===== config.mk =====
export PLATFORM = sky130hd
export DESIGN_NAME = serial_frame_touch_key_decoder_unit
export DESIGN_NICKNAME = d
export VERILOG_FILES = /design/src/sv/sftkd_pkg.sv /design/src/sv/sftkd_front.sv /design/src/sv/sftkd_queue.sv /design/src/sv/sftkd_back.sv /design/src/sv/serial_frame_touch_key_decoder_unit.sv
export SDC_FILE = /design/constraint.sdc
export NUM_CORES = 1
export LEC_CHECK = 0
export BUFFER_PORTS_ARGS = -buffer_cell sky130_fd_sc_hd__buf_2
export CORE_MARGIN = 3
export CORE_UTILIZATION = 54
export DETAILED_ROUTE_END_ITERATION = 16
export PLACE_DENSITY = 0.76
export SETUP_SLACK_MARGIN = 0.1
export SLEW_MARGIN = 20
export SYNTH_ARGS = -nofsm -noshare
export SYNTH_HDL_FRONTEND = slang
export SYNTH_SLANG_ARGS = --single-unit

===== constraint.sdc =====
create_clock -name clk -period 4.7 [get_ports clk]
set_input_delay 0.705 -clock clk [delete_from_list [all_inputs] [get_ports clk]]
set_output_delay 0.705 -clock clk [all_outputs]
set_load 0.05 [all_outputs]

===== src/sv/sftkd_pkg.sv =====
// shared types and constants for the serial frame touch/key decoder
// no dependencies; imported by every module of the block
`default_nettype none

package sftkd_pkg;

  // framing bytes and packet ids
  localparam logic [7:0] SOF_BYTE     = 8'h02;
  localparam logic [7:0] EOF_BYTE     = 8'h03;
  localparam logic [3:0] ID_LIMIT     = 4'd14;
  localparam logic [3:0] ID_KEY       = 4'd2;
  localparam logic [3:0] ID_TOUCH     = 4'd3;
  localparam logic [6:0] KEY_CODE_MIN = 7'd1;
  localparam logic [6:0] KEY_CODE_MAX = 7'd9;

  // number of payload bytes kept per frame
  localparam int HEAD_BYTES = 4;

  // frame queue between parser and decoder; depth is a power of two
  localparam int QUEUE_DEPTH = 2;
  localparam int QPTR_W      = $clog2(QUEUE_DEPTH);
  localparam int QCNT_W      = $clog2(QUEUE_DEPTH + 1);

  // one accepted frame, as handed from parser to decoder
  typedef struct packed {
    logic [3:0]                 id;
    logic                       len_zero;
    logic [HEAD_BYTES-1:0][7:0] head;
  } frame_t;

  // one decoded result
  typedef struct packed {
    logic [3:0]  packet_id;
    logic        key_valid;
    logic [3:0]  key_code;
    logic        key_pressed;
    logic        touch_press;
    logic        coord_valid;
    logic [15:0] x_pos;
    logic [15:0] y_pos;
    logic        touch_release;
  } result_t;

  // queue handshake toward the decoder
  typedef struct packed {
    logic   valid;
    frame_t frame;
  } q_out_t;

endpackage

`default_nettype wire


===== src/sv/sftkd_front.sv =====
// frame parser: hunts for start byte, checks id and closing byte (end marker or sum), pushes accepted frames
// depends on sftkd_pkg
`default_nettype none

module sftkd_front import sftkd_pkg::*; (
  input  wire logic       clk,
  input  wire logic       rst_n,
  input  wire logic       in_fire,
  input  wire logic [7:0] in_rx_byte,
  output logic            push,
  output frame_t          push_frame
);

  typedef enum logic [1:0] {PH_HUNT, PH_HEAD, PH_BODY, PH_CLOSE} phase_t;

  phase_t      phase_r, phase_nxt;
  logic [3:0]  id_r, id_nxt;
  logic [3:0]  len_r, len_nxt;
  logic [3:0]  idx_r, idx_nxt;
  logic [7:0]  sum_r, sum_nxt;
  logic [HEAD_BYTES-1:0][7:0] head_r, head_nxt;
  logic [3:0]  idx_inc;

  assign idx_inc = idx_r + 4'd1;

  // next-state logic for one byte transfer
  always_comb begin
    phase_nxt = phase_r;
    id_nxt    = id_r;
    len_nxt   = len_r;
    idx_nxt   = idx_r;
    sum_nxt   = sum_r;
    head_nxt  = head_r;
    push      = 1'b0;
    if (in_fire) begin
      unique case (phase_r)
        PH_HUNT: begin
          if (in_rx_byte == SOF_BYTE) phase_nxt = PH_HEAD;
        end
        PH_HEAD: begin
          id_nxt  = in_rx_byte[7:4];
          len_nxt = in_rx_byte[3:0];
          idx_nxt = 4'd0;
          if (in_rx_byte[7:4] >= ID_LIMIT) begin
            phase_nxt = PH_HUNT;
          end else begin
            sum_nxt   = in_rx_byte;
            phase_nxt = (in_rx_byte[3:0] != 4'd0) ? PH_BODY : PH_CLOSE;
          end
        end
        PH_BODY: begin
          sum_nxt = sum_r + in_rx_byte;
          if (idx_r < 4'(HEAD_BYTES)) head_nxt[idx_r[1:0]] = in_rx_byte;
          idx_nxt = idx_inc;
          if (idx_inc == len_r) phase_nxt = PH_CLOSE;
        end
        PH_CLOSE: begin
          phase_nxt = PH_HUNT;
          // closing byte accepts on the fixed end marker or the running sum
          if (in_rx_byte == EOF_BYTE || in_rx_byte == sum_r) push = 1'b1;
        end
        default: phase_nxt = PH_HUNT;
      endcase
    end
  end

  // frame record pushed on the closing byte
  assign push_frame.id       = id_r;
  assign push_frame.len_zero = (len_r == 4'd0);
  assign push_frame.head     = head_r;

  // state registers
  always_ff @(posedge clk) begin
    if (!rst_n) begin
      phase_r <= PH_HUNT;
      id_r    <= 4'd0;
      len_r   <= 4'd0;
      idx_r   <= 4'd0;
      sum_r   <= 8'd0;
      head_r  <= '0;
    end else begin
      phase_r <= phase_nxt;
      id_r    <= id_nxt;
      len_r   <= len_nxt;
      idx_r   <= idx_nxt;
      sum_r   <= sum_nxt;
      head_r  <= head_nxt;
    end
  end

endmodule

`default_nettype wire


===== src/sv/sftkd_queue.sv =====
// small register queue of accepted frames between parser and decoder
// depends on sftkd_pkg
`default_nettype none

module sftkd_queue import sftkd_pkg::*; (
  input  wire logic   clk,
  input  wire logic   rst_n,
  input  wire logic   push,
  input  wire frame_t push_frame,
  output logic        not_full,
  input  wire logic   pop,
  output q_out_t      q_out
);

  frame_t              slot_r [QUEUE_DEPTH];
  logic [QPTR_W-1:0]   wr_ptr_r, wr_ptr_nxt;
  logic [QPTR_W-1:0]   rd_ptr_r, rd_ptr_nxt;
  logic [QCNT_W-1:0]   cnt_r, cnt_nxt;

  assign not_full    = (cnt_r != QCNT_W'(QUEUE_DEPTH));
  assign q_out.valid = (cnt_r != '0);
  assign q_out.frame = slot_r[rd_ptr_r];

  // pointer and count update
  always_comb begin
    wr_ptr_nxt = push ? wr_ptr_r + 1'b1 : wr_ptr_r;
    rd_ptr_nxt = pop  ? rd_ptr_r + 1'b1 : rd_ptr_r;
    cnt_nxt    = cnt_r;
    if (push && !pop)      cnt_nxt = cnt_r + 1'b1;
    else if (!push && pop) cnt_nxt = cnt_r - 1'b1;
  end

  always_ff @(posedge clk) begin
    if (!rst_n) begin
      wr_ptr_r <= '0;
      rd_ptr_r <= '0;
      cnt_r    <= '0;
    end else begin
      wr_ptr_r <= wr_ptr_nxt;
      rd_ptr_r <= rd_ptr_nxt;
      cnt_r    <= cnt_nxt;
    end
  end

  // frame storage
  always_ff @(posedge clk) begin
    if (push) slot_r[wr_ptr_r] <= push_frame;
  end

endmodule

`default_nettype wire


===== src/sv/sftkd_back.sv =====
// frame decoder: turns queued frames into key/touch results, tracks contact
// depends on sftkd_pkg
`default_nettype none

module sftkd_back import sftkd_pkg::*; (
  input  wire logic   clk,
  input  wire logic   rst_n,
  input  wire q_out_t q_out,
  output logic        pop,
  output logic        out_valid,
  input  wire logic   out_ready,
  output result_t     result
);

  logic    valid_r, valid_nxt;
  logic    contact_r, contact_nxt;
  result_t res_r, res_nxt;
  logic [6:0] code;
  logic       code_ok;
  frame_t     f;

  assign f         = q_out.frame;
  assign pop       = q_out.valid && (!valid_r || out_ready);
  assign out_valid = valid_r;
  assign result    = res_r;

  assign code    = f.head[0][6:0];
  assign code_ok = (code >= KEY_CODE_MIN) && (code <= KEY_CODE_MAX);

  // decode of the frame at the head of the queue
  always_comb begin
    res_nxt           = '0;
    res_nxt.packet_id = f.id;
    contact_nxt       = contact_r;
    if (f.id == ID_KEY) begin
      res_nxt.key_valid   = code_ok;
      res_nxt.key_code    = code_ok ? code[3:0] : 4'd0;
      res_nxt.key_pressed = code_ok & ~f.head[0][7];
    end else if (f.id == ID_TOUCH) begin
      res_nxt.touch_press = ~contact_r;
      if (!f.len_zero) begin
        res_nxt.coord_valid = 1'b1;
        res_nxt.x_pos       = {f.head[0], f.head[1]};
        res_nxt.y_pos       = {f.head[2], f.head[3]};
        contact_nxt         = 1'b1;
      end else begin
        res_nxt.touch_release = 1'b1;
        contact_nxt           = 1'b0;
      end
    end
    valid_nxt = pop ? 1'b1 : (valid_r && !out_ready);
  end

  // output register and contact flag
  always_ff @(posedge clk) begin
    if (!rst_n) begin
      valid_r   <= 1'b0;
      contact_r <= 1'b0;
    end else begin
      valid_r <= valid_nxt;
      if (pop) contact_r <= contact_nxt;
    end
  end

  always_ff @(posedge clk) begin
    if (pop) res_r <= res_nxt;
  end

endmodule

`default_nettype wire


===== src/sv/serial_frame_touch_key_decoder_unit.sv =====
// Serial frame decoder for key and touch events. One received byte is taken per
// cycle on in_rx_byte while in_ready is high; a frame is start byte 0x02, an
// id/length byte, the payload and a closing byte that must be 0x03 or the 8-bit
// sum of the id byte and payload. Each accepted frame yields one result, which is
// registered in the frame queue and then in the result register. The parser never
// stalls by itself: in_ready drops only when the two-entry frame queue in front of
// the decoder is full, which takes a held-off out_ready. Results leave at up to one
// per cycle while out_ready is high. Touch contact state is kept across frames;
// the first four payload bytes persist between frames and reset to zero.
// depends on sftkd_pkg, sftkd_front, sftkd_queue, sftkd_back
`default_nettype none

module serial_frame_touch_key_decoder_unit import sftkd_pkg::*; (
  input  wire logic        clk,
  input  wire logic        rst_n,
  input  wire logic        in_valid,
  output logic             in_ready,
  input  wire logic [7:0]  in_rx_byte,
  output logic             out_valid,
  input  wire logic        out_ready,
  output logic [3:0]       out_packet_id,
  output logic             out_key_valid,
  output logic [3:0]       out_key_code,
  output logic             out_key_pressed,
  output logic             out_touch_press,
  output logic             out_coord_valid,
  output logic [15:0]      out_x_pos,
  output logic [15:0]      out_y_pos,
  output logic             out_touch_release
);

  logic    in_fire;
  logic    push;
  frame_t  push_frame;
  logic    q_not_full;
  logic    pop;
  q_out_t  q_out;
  result_t result;

  assign in_ready = q_not_full;
  assign in_fire  = in_valid && in_ready;

  // byte parser
  sftkd_front u_front (
    .clk        (clk),
    .rst_n      (rst_n),
    .in_fire    (in_fire),
    .in_rx_byte (in_rx_byte),
    .push       (push),
    .push_frame (push_frame)
  );

  // frame queue
  sftkd_queue u_queue (
    .clk        (clk),
    .rst_n      (rst_n),
    .push       (push),
    .push_frame (push_frame),
    .not_full   (q_not_full),
    .pop        (pop),
    .q_out      (q_out)
  );

  // frame decoder
  sftkd_back u_back (
    .clk       (clk),
    .rst_n     (rst_n),
    .q_out     (q_out),
    .pop       (pop),
    .out_valid (out_valid),
    .out_ready (out_ready),
    .result    (result)
  );

  assign out_packet_id     = result.packet_id;
  assign out_key_valid     = result.key_valid;
  assign out_key_code      = result.key_code;
  assign out_key_pressed   = result.key_pressed;
  assign out_touch_press   = result.touch_press;
  assign out_coord_valid   = result.coord_valid;
  assign out_x_pos         = result.x_pos;
  assign out_y_pos         = result.y_pos;
  assign out_touch_release = result.touch_release;

  // a frame is only pushed while the queue has room
  a_no_overflow: assert property (@(posedge clk) disable iff (!rst_n)
    push |-> q_not_full)
    else $error("frame pushed into full queue");

  // a pop needs a queued frame
  a_pop_valid: assert property (@(posedge clk) disable iff (!rst_n)
    pop |-> q_out.valid)
    else $error("pop from empty queue");

  // coordinates and release never in one result
  a_touch_excl: assert property (@(posedge clk) disable iff (!rst_n)
    out_valid |-> !(out_coord_valid && out_touch_release))
    else $error("coordinates reported with release");

  // key fields only on key packets
  a_key_only: assert property (@(posedge clk) disable iff (!rst_n)
    (out_valid && out_packet_id != ID_KEY) |-> (!out_key_valid && out_key_code == 4'd0))
    else $error("key fields set on non-key packet");

endmodule

`default_nettype wire


======== Yosys cells after proc, flatten, opt, wreduce, memory -nomap -nowiden ========
Memory sizes are Yosys's and may differ from the RTL's. A register that Yosys moved wholly into a read port is not among the register bits.
Index checks and enable logic that the tools add are counted.
cells by class
  shift operators ......................... 0
  div/mod/pow operators ................... 0
  reductions and logical operators ........ 28
  eq/ne operators ......................... 13
  magnitude comparators ................... 6
  muxes and demuxes ....................... 24
  add/subtract/negate cells ............... 6
  bitwise operators ....................... 5
  multipliers ............................. 0
operators by type and width
  kind                                                                    number
  33-bit two-way mux                                                      1
  32-bit bitwise mux                                                      1
  8-bit demux with 2-bit select                                           1
  8-bit by 2-bit == test with 1-bit output (second input constant)        2
  8-bit two-way mux                                                       2
  8-bit one-hot mux with 2 select lines                                   1
  3-bit AND reduction                                                     4
  1-bit two-way mux                                                       11
  2-bit two-way mux                                                       5
  8-bit adder                                                             1
  4-bit by 2-bit == test with 1-bit output (second input constant)        2
  8-bit == test                                                           1
  2-bit one-hot mux with 4 select lines                                   1
  4-bit one-hot mux with 2 select lines                                   1
  7-bit by 1-bit >= comparator with 1-bit output (second input constant)  1
  7-bit by 4-bit <= comparator with 1-bit output (second input constant)  1
  1-bit logical AND                                                       7
  2-bit AND reduction                                                     3
  2-bit nonzero test                                                      3
  4-bit by 1-bit adder with 4-bit output (second input constant)          1
  2-bit == test (second input constant)                                   2
  4-bit == test                                                           1
  4-bit >= comparator (second input constant)                             1
  1-bit zero test                                                         4
  17 further kinds                                                        24
word-level totals
  word-level logic and storage cells ...... 106
  bits in read-only memories .............. 0
  memories ................................ 1
  flip-flop bits (word level) ............. 105
  bits of input ports ..................... 12
  memory bits (writable) .................. 74
  output and inout port bits .............. 47
  latch bits .............................. 0
memories
  name            depth  width  read ports  clocked after Yosys merged registers in  write ports  RTL line           source
  u_queue.slot_r  2      37     1           1                                        1            sftkd_queue.sv:15  frame_t slot_r [QUEUE_DEPTH];

======== Depth between registers and ports, before layout ========
  depth after elaboration ................. 9
  depth in mapped cells ................... 9

======== Modules after synthesis ========
Synthesis repeated with hierarchy kept, for this count alone.
unflattened totals
  cells, all modules ...................... 585
  area, all modules ....................... 7387.1 um^2
by module, submodules not included
  module                               area an instance (um^2)  cells each  times used  sequential area each (um^2)
  sftkd_queue                          2896.5                   137         1           2322.2
  sftkd_front                          2717.6                   343         1           1081.0
  sftkd_back                           1766.7                   104         1           1391.3
  serial_frame_touch_key_decoder_unit  6.3                      1           1           0.0

======== Worst setup path after synthesis ========
No wires, ideal clock.
  kind .................................... input -> register
  from .................................... input in_rx_byte[2]
  to ...................................... memory u_queue.slot_r[0][0] in the netlist's numbering, enable pin
  stages on the path ...................... 5
  slack ................................... -0.014 ns
  required time ........................... 4.220 ns
  buffers on the path ..................... 1
  arrival ................................. 4.235 ns
  cells stage by stage .................... buf_6 > or4_4 > nor4_4 > a32oi_1 > nor3_1
between the ends
  longest elaborated chain between the ends .. 7
ends and longest elaborated chain
  item                                                                              RTL line                                   source
  from (decl)                                                                       serial_frame_touch_key_decoder_unit.sv:18  input wire logic [7:0] in_rx_byte,
  8-bit by 2-bit == test with 1-bit output / 8-bit == test (equally long branches)  sftkd_front.sv:60                          if (in_rx_byte == EOF_BYTE || in_rx_byte == sum_r) push = 1'b1;
  1-bit logical OR *                                                                sftkd_front.sv:60
  1-bit two-way mux *                                                               sftkd_front.sv:60
  1-bit two-way mux *                                                               sftkd_front.sv:36                          unique case (phase_r)
  1-bit two-way mux *                                                               sftkd_front.sv:35                          if (in_fire) begin
  1-bit two-way mux *                                                               sftkd_queue.sv:47                          if (push) slot_r[wr_ptr_r] <= push_frame;
  1-bit two-way mux (implied by the code) *                                         sftkd_queue.sv:47
  to (decl)                                                                         sftkd_queue.sv:15
Every way passes the cells marked *; elsewhere a longest branch is shown, timed or not.

======== Worst setup path after layout ========
  from .................................... input in_rx_byte[5]
  to ...................................... memory u_queue.slot_r[1][31] in the netlist's numbering, enable pin
between the ends
  longest elaborated chain between the ends .. 7
ends and longest elaborated chain
  item                                                                              RTL line                                   source
  8-bit by 2-bit == test with 1-bit output / 8-bit == test (equally long branches)  sftkd_front.sv:60
  1-bit logical OR *                                                                sftkd_front.sv:60
  1-bit two-way mux *                                                               sftkd_front.sv:60
  1-bit two-way mux *                                                               sftkd_front.sv:36
  1-bit two-way mux *                                                               sftkd_front.sv:35
  net push                                                                          serial_frame_touch_key_decoder_unit.sv:33  logic push;
  1-bit two-way mux *                                                               sftkd_queue.sv:47
  1-bit two-way mux (implied by the code) *                                         sftkd_queue.sv:47
The timed path passes the listed nets; every way through them passes the cells marked *.

==> results.sh <==
export IMPL_outcome="finished, final reports clean"
export IMPL_synth_cell_types=50
export IMPL_hold_viol=0
export IMPL_fmax_mhz=378.4
export IMPL_clock_path_buffers=2
export IMPL_drt_iter0_markers=290
export IMPL_grt_max_degree=66
export IMPL_pwr_share_seq=0.446
export IMPL_timing_final_crit_period_ps=2643
export IMPL_pwr_share_clk=0.298
export IMPL_nets=653
export IMPL_ys_flop_type="edfxtp_1"
export IMPL_ant_nets=0
export IMPL_via_per_inst=5.467
export IMPL_reg2reg_slack_ps=2150
export IMPL_finalClockSkew_ps=8.737
export IMPL_worstMarginPinSlew_ps=960.7
export IMPL_fin_crit_sh=0.5622
export IMPL_crit_required_ps=4760
export IMPL_synth_nets=601
export IMPL_cts_htree_levels=4
export IMPL_initial_core_util=0.5664
export IMPL_hp_start="u_front.push_frame[11]$_SDFFE_PN0P_"
export IMPL_grt_pass1_wl_mm=20.64
export IMPL_pwr_share_comb=0.256
export IMPL_diodes=0
export IMPL_switching_power_mw=1.501
export IMPL_peakVddDrop_mv=0.2575
export IMPL_cts_hold_buf=0
export IMPL_dieArea_um2=14990
export IMPL_firstDrtPassIters=5
export IMPL_p_leak_nw=2.936
export IMPL_rsz0062_at_grt="no"
export IMPL_grtUsageMet1=0.2251
export IMPL_crit_type="in2reg"
export IMPL_place_gp_congestion=0.8110
export IMPL_hold_depth=0
export IMPL_startpoint_type="primary input"
export IMPL_min_to="u_queue.slot_r[0][11]$_DFFE_PP_"
export IMPL_synth_edf_count=119
export IMPL_dpl_hpwl_mm=8.470
export IMPL_cp_buffers_inverters=2
export IMPL_crit_path_cell_trace="buf_2 -> ha_1 -> nor4_1 -> a32oi_1 -> nor2_1 -> and2_1 -> buf_4"
export IMPL_fin_hold_ws_ps=456.7
export IMPL_max_slew_margin=0.3596
export IMPL_core_area_um2=12930
export IMPL_internal_power_mw=2.911
export IMPL_cp_arrival_ps=2700
export IMPL_antenna_found_initial=0
export IMPL_synth_seq_cells=180
export IMPL_drv_cap=0
export IMPL_ctsResizeCount=0
export IMPL_crit_fanout=37
export IMPL_slowest_stage="buf_4"
export IMPL_worst_hold_path_type="reg2reg"
export IMPL_grt_use_total=0.1823
export IMPL_crit_family="simple AND/OR/NAND/NOR gates"
export IMPL_seq_area_frac_synth=0.6548
export IMPL_busiest_layer="met2"
export IMPL_drive_above_1_share=0.1711
export IMPL_use_met3=0.04977
export IMPL_netlist_instances=572
export IMPL_setup_viol=0
export IMPL_cts_root_buf="clkbuf_16"
export IMPL_cts_tree="done"
export IMPL_dieWidth_um=122.4
export IMPL_grt_ovfl_total=0
export IMPL_ios=59
export IMPL_power_density_nw_per_um2=529.4
export IMPL_synth_area_um2=7322
export IMPL_clock_latency_ps=420
export IMPL_port_buffers=58
export IMPL_slew_violations=0
export IMPL_cpPeakStageDelay_ps=430
export IMPL_syn_area_per_cell_um2=12.80
export IMPL_synth_top_area_cell="edfxtp_1"
export IMPL_worstReg2RegStart="u_front.phase_r[0]$_SDFFE_PN0P_"
export IMPL_post_drt_wl_per_cell_um=15.88
export IMPL_route_detailed_drc=0
export IMPL_netlist_area_leader_share=0.4880
export IMPL_dieHeight_um=122.4
export IMPL_syn_to_final_growth_pct=13.81
export IMPL_met2_usage=0.3092
export IMPL_reg2reg_to="u_front.push_frame[19]$_SDFFE_PN0P_"
export IMPL_wirelength_mm=12.85
export IMPL_cts_buffers=17
export IMPL_cts_sinks=180
export IMPL_synthArstFlopShare=0
export IMPL_r2r_cells=7
export IMPL_yosys_warnings=0
export IMPL_rows=41
export IMPL_ys_top_cells_by_area="edfxtp_1, dfxtp_1, mux2i_1"
export IMPL_p_sw_frac=0.3402
export IMPL_via_count=4423
export IMPL_crit_cells=7
export IMPL_end_kind="flip-flop"
export IMPL_tns_ps=0
export IMPL_path_clk_slew_ps=60
export IMPL_grt_pass1_vias=4205
export IMPL_post_cts_buffers=0
per-layer routing:
layer,part of all wire,vias up,routed length [um]
met5,0,-,0
met4,0.014,0,182
met3,0.041,12,529
met2,0.51,89,6530
met1,0.44,2146,5602
li1,-,2176,-
cell usage in the layout, fill, tap and decap left out, types with 4 or more instances in the layout:
master       n
a21boi_0    34
a21oi_1      7
and2_1       4
buf_2       58
buf_4        6
clkbuf_16   17
clkinv_4     6
dfxtp_1     60
edfxtp_1   119
ha_1        16
inv_1       11
mux2_2       4
mux2i_1     48
nand2_1     52
nand3_1     41
nand4_1      4
nor2_1      45
nor2b_1     15
nor4_1       5
o21ai_0     13
xnor2_1      9
xor2_1       4
power groups by stage:
stage | registers, mW | clock network, mW | logic, mW
2_1_floorplan | 2.52 | 0 | 0.389
3_3_place_gp | 1.99 | 0 | 1.12
3_5_place_dp | 2.00 | 0 | 1.14
4_1_cts | 1.97 | 1.34 | 1.14
5_1_grt | 1.98 | 1.40 | 1.19
6_report | 1.97 | 1.32 | 1.13
synthesized netlist by cell type (2+ instances only):
library cell / n
o211a_1: 3
buf_2: 2
a21oi_1: 7
nor4_1: 5
nand3_1: 42
nor2b_1: 15
clkbuf_1: 26
or3b_2: 2
a31oi_1: 3
nor3_1: 3
nand2_1: 52
o21a_1: 2
dfxtp_1: 61
a21boi_0: 34
o21ai_0: 13
xnor2_1: 9
nand3b_1: 2
or3_1: 2
a21boi_1: 3
a21o_1: 3
xor2_1: 4
buf_1: 2
nor3b_1: 2
inv_1: 11
ha_1: 16
mux2_2: 4
nor2_1: 46
nand4_1: 4
nand4b_1: 2
mux2i_1: 48
edfxtp_1: 119
o221ai_1: 2
and2_1: 4
nand2b_1: 3
cell type report:
type                            count  area (um^2)
Sequential cell                   180         4796
Inverter                           11        41.29
Timing Repair Buffer               64        335.3
Tap cell                          172        215.2
Multi-Input combinational cell    350         2384
Fill cell                        1017         4594
Clock inverter                     14        132.6
Clock buffer                       18        429.2
worst max-delay path by stage:
stage / start / end / slack [ps]
6_report: in_rx_byte[5] / u_queue.slot_r[1][31]$_DFFE_PP_ / 2060
5_1_grt: flip-flop / u_back.result[17]$_SDFFCE_PP0P_ / 1950
4_1_cts: flip-flop / u_back.result[11]$_SDFFCE_PP0P_ / 1740
3_5_place_dp: in_rx_byte[5] / u_queue.slot_r[1][27]$_DFFE_PP_ / 1630
3_3_place_gp: in_rx_byte[5] / u_queue.slot_r[1][31]$_DFFE_PP_ / 1690
2_1_floorplan: out_ready / u_queue.cnt_r[1]$_SDFFE_PN0P_ / 810
stage by stage:
stage | cell area [um^2] | cells | setup WS, ps | total power, mW | utilization
final | 8333 | 809 | 2058 | 4.412 | 0.6446
after CTS | 8328 | 809 | 1741 | 4.446 | 0.6442
after floorplan | 7327 | 572 | 805.1 | 2.910 | -
after global placement | 7766 | 777 | 1686 | 3.111 | 0.6008
after detailed placement | 7766 | 777 | 1629 | 3.142 | 0.6008
after global routing | 8333 | 809 | 1946 | 4.574 | 0.6446
state kept, by name (all words and copies together), names as in the netlist, named ones only:
register / cells
u_back.contact_r: 1
u_back.out_valid: 1
u_back.result: 45
u_front.id_r: 4
u_front.idx_r: 4
u_front.len_r: 4
u_front.phase_r: 1
u_front.push_frame: 32
u_front.sum_r: 8
u_queue.cnt_r: 2
u_queue.rd_ptr_r: 1
u_queue.slot_r: 74
u_queue.wr_ptr_r: 1
cells by family (layout without fill, tap and decap cells):
kind of cell               count (synthesis)  count (layout)  synth area share
muxes                                     52              52           0.07177
and+or+nand+nor                          190             190            0.1294
xor gates and xnor gates                  13              13           0.01555
AOI/OAI and AO/OA                         78              78           0.07553
DFF                                      180             180            0.6548
buffers and inverters                     42             107           0.02290
adders and majority gates                 17              17           0.03008
Power figures use the tool's default switching activity.
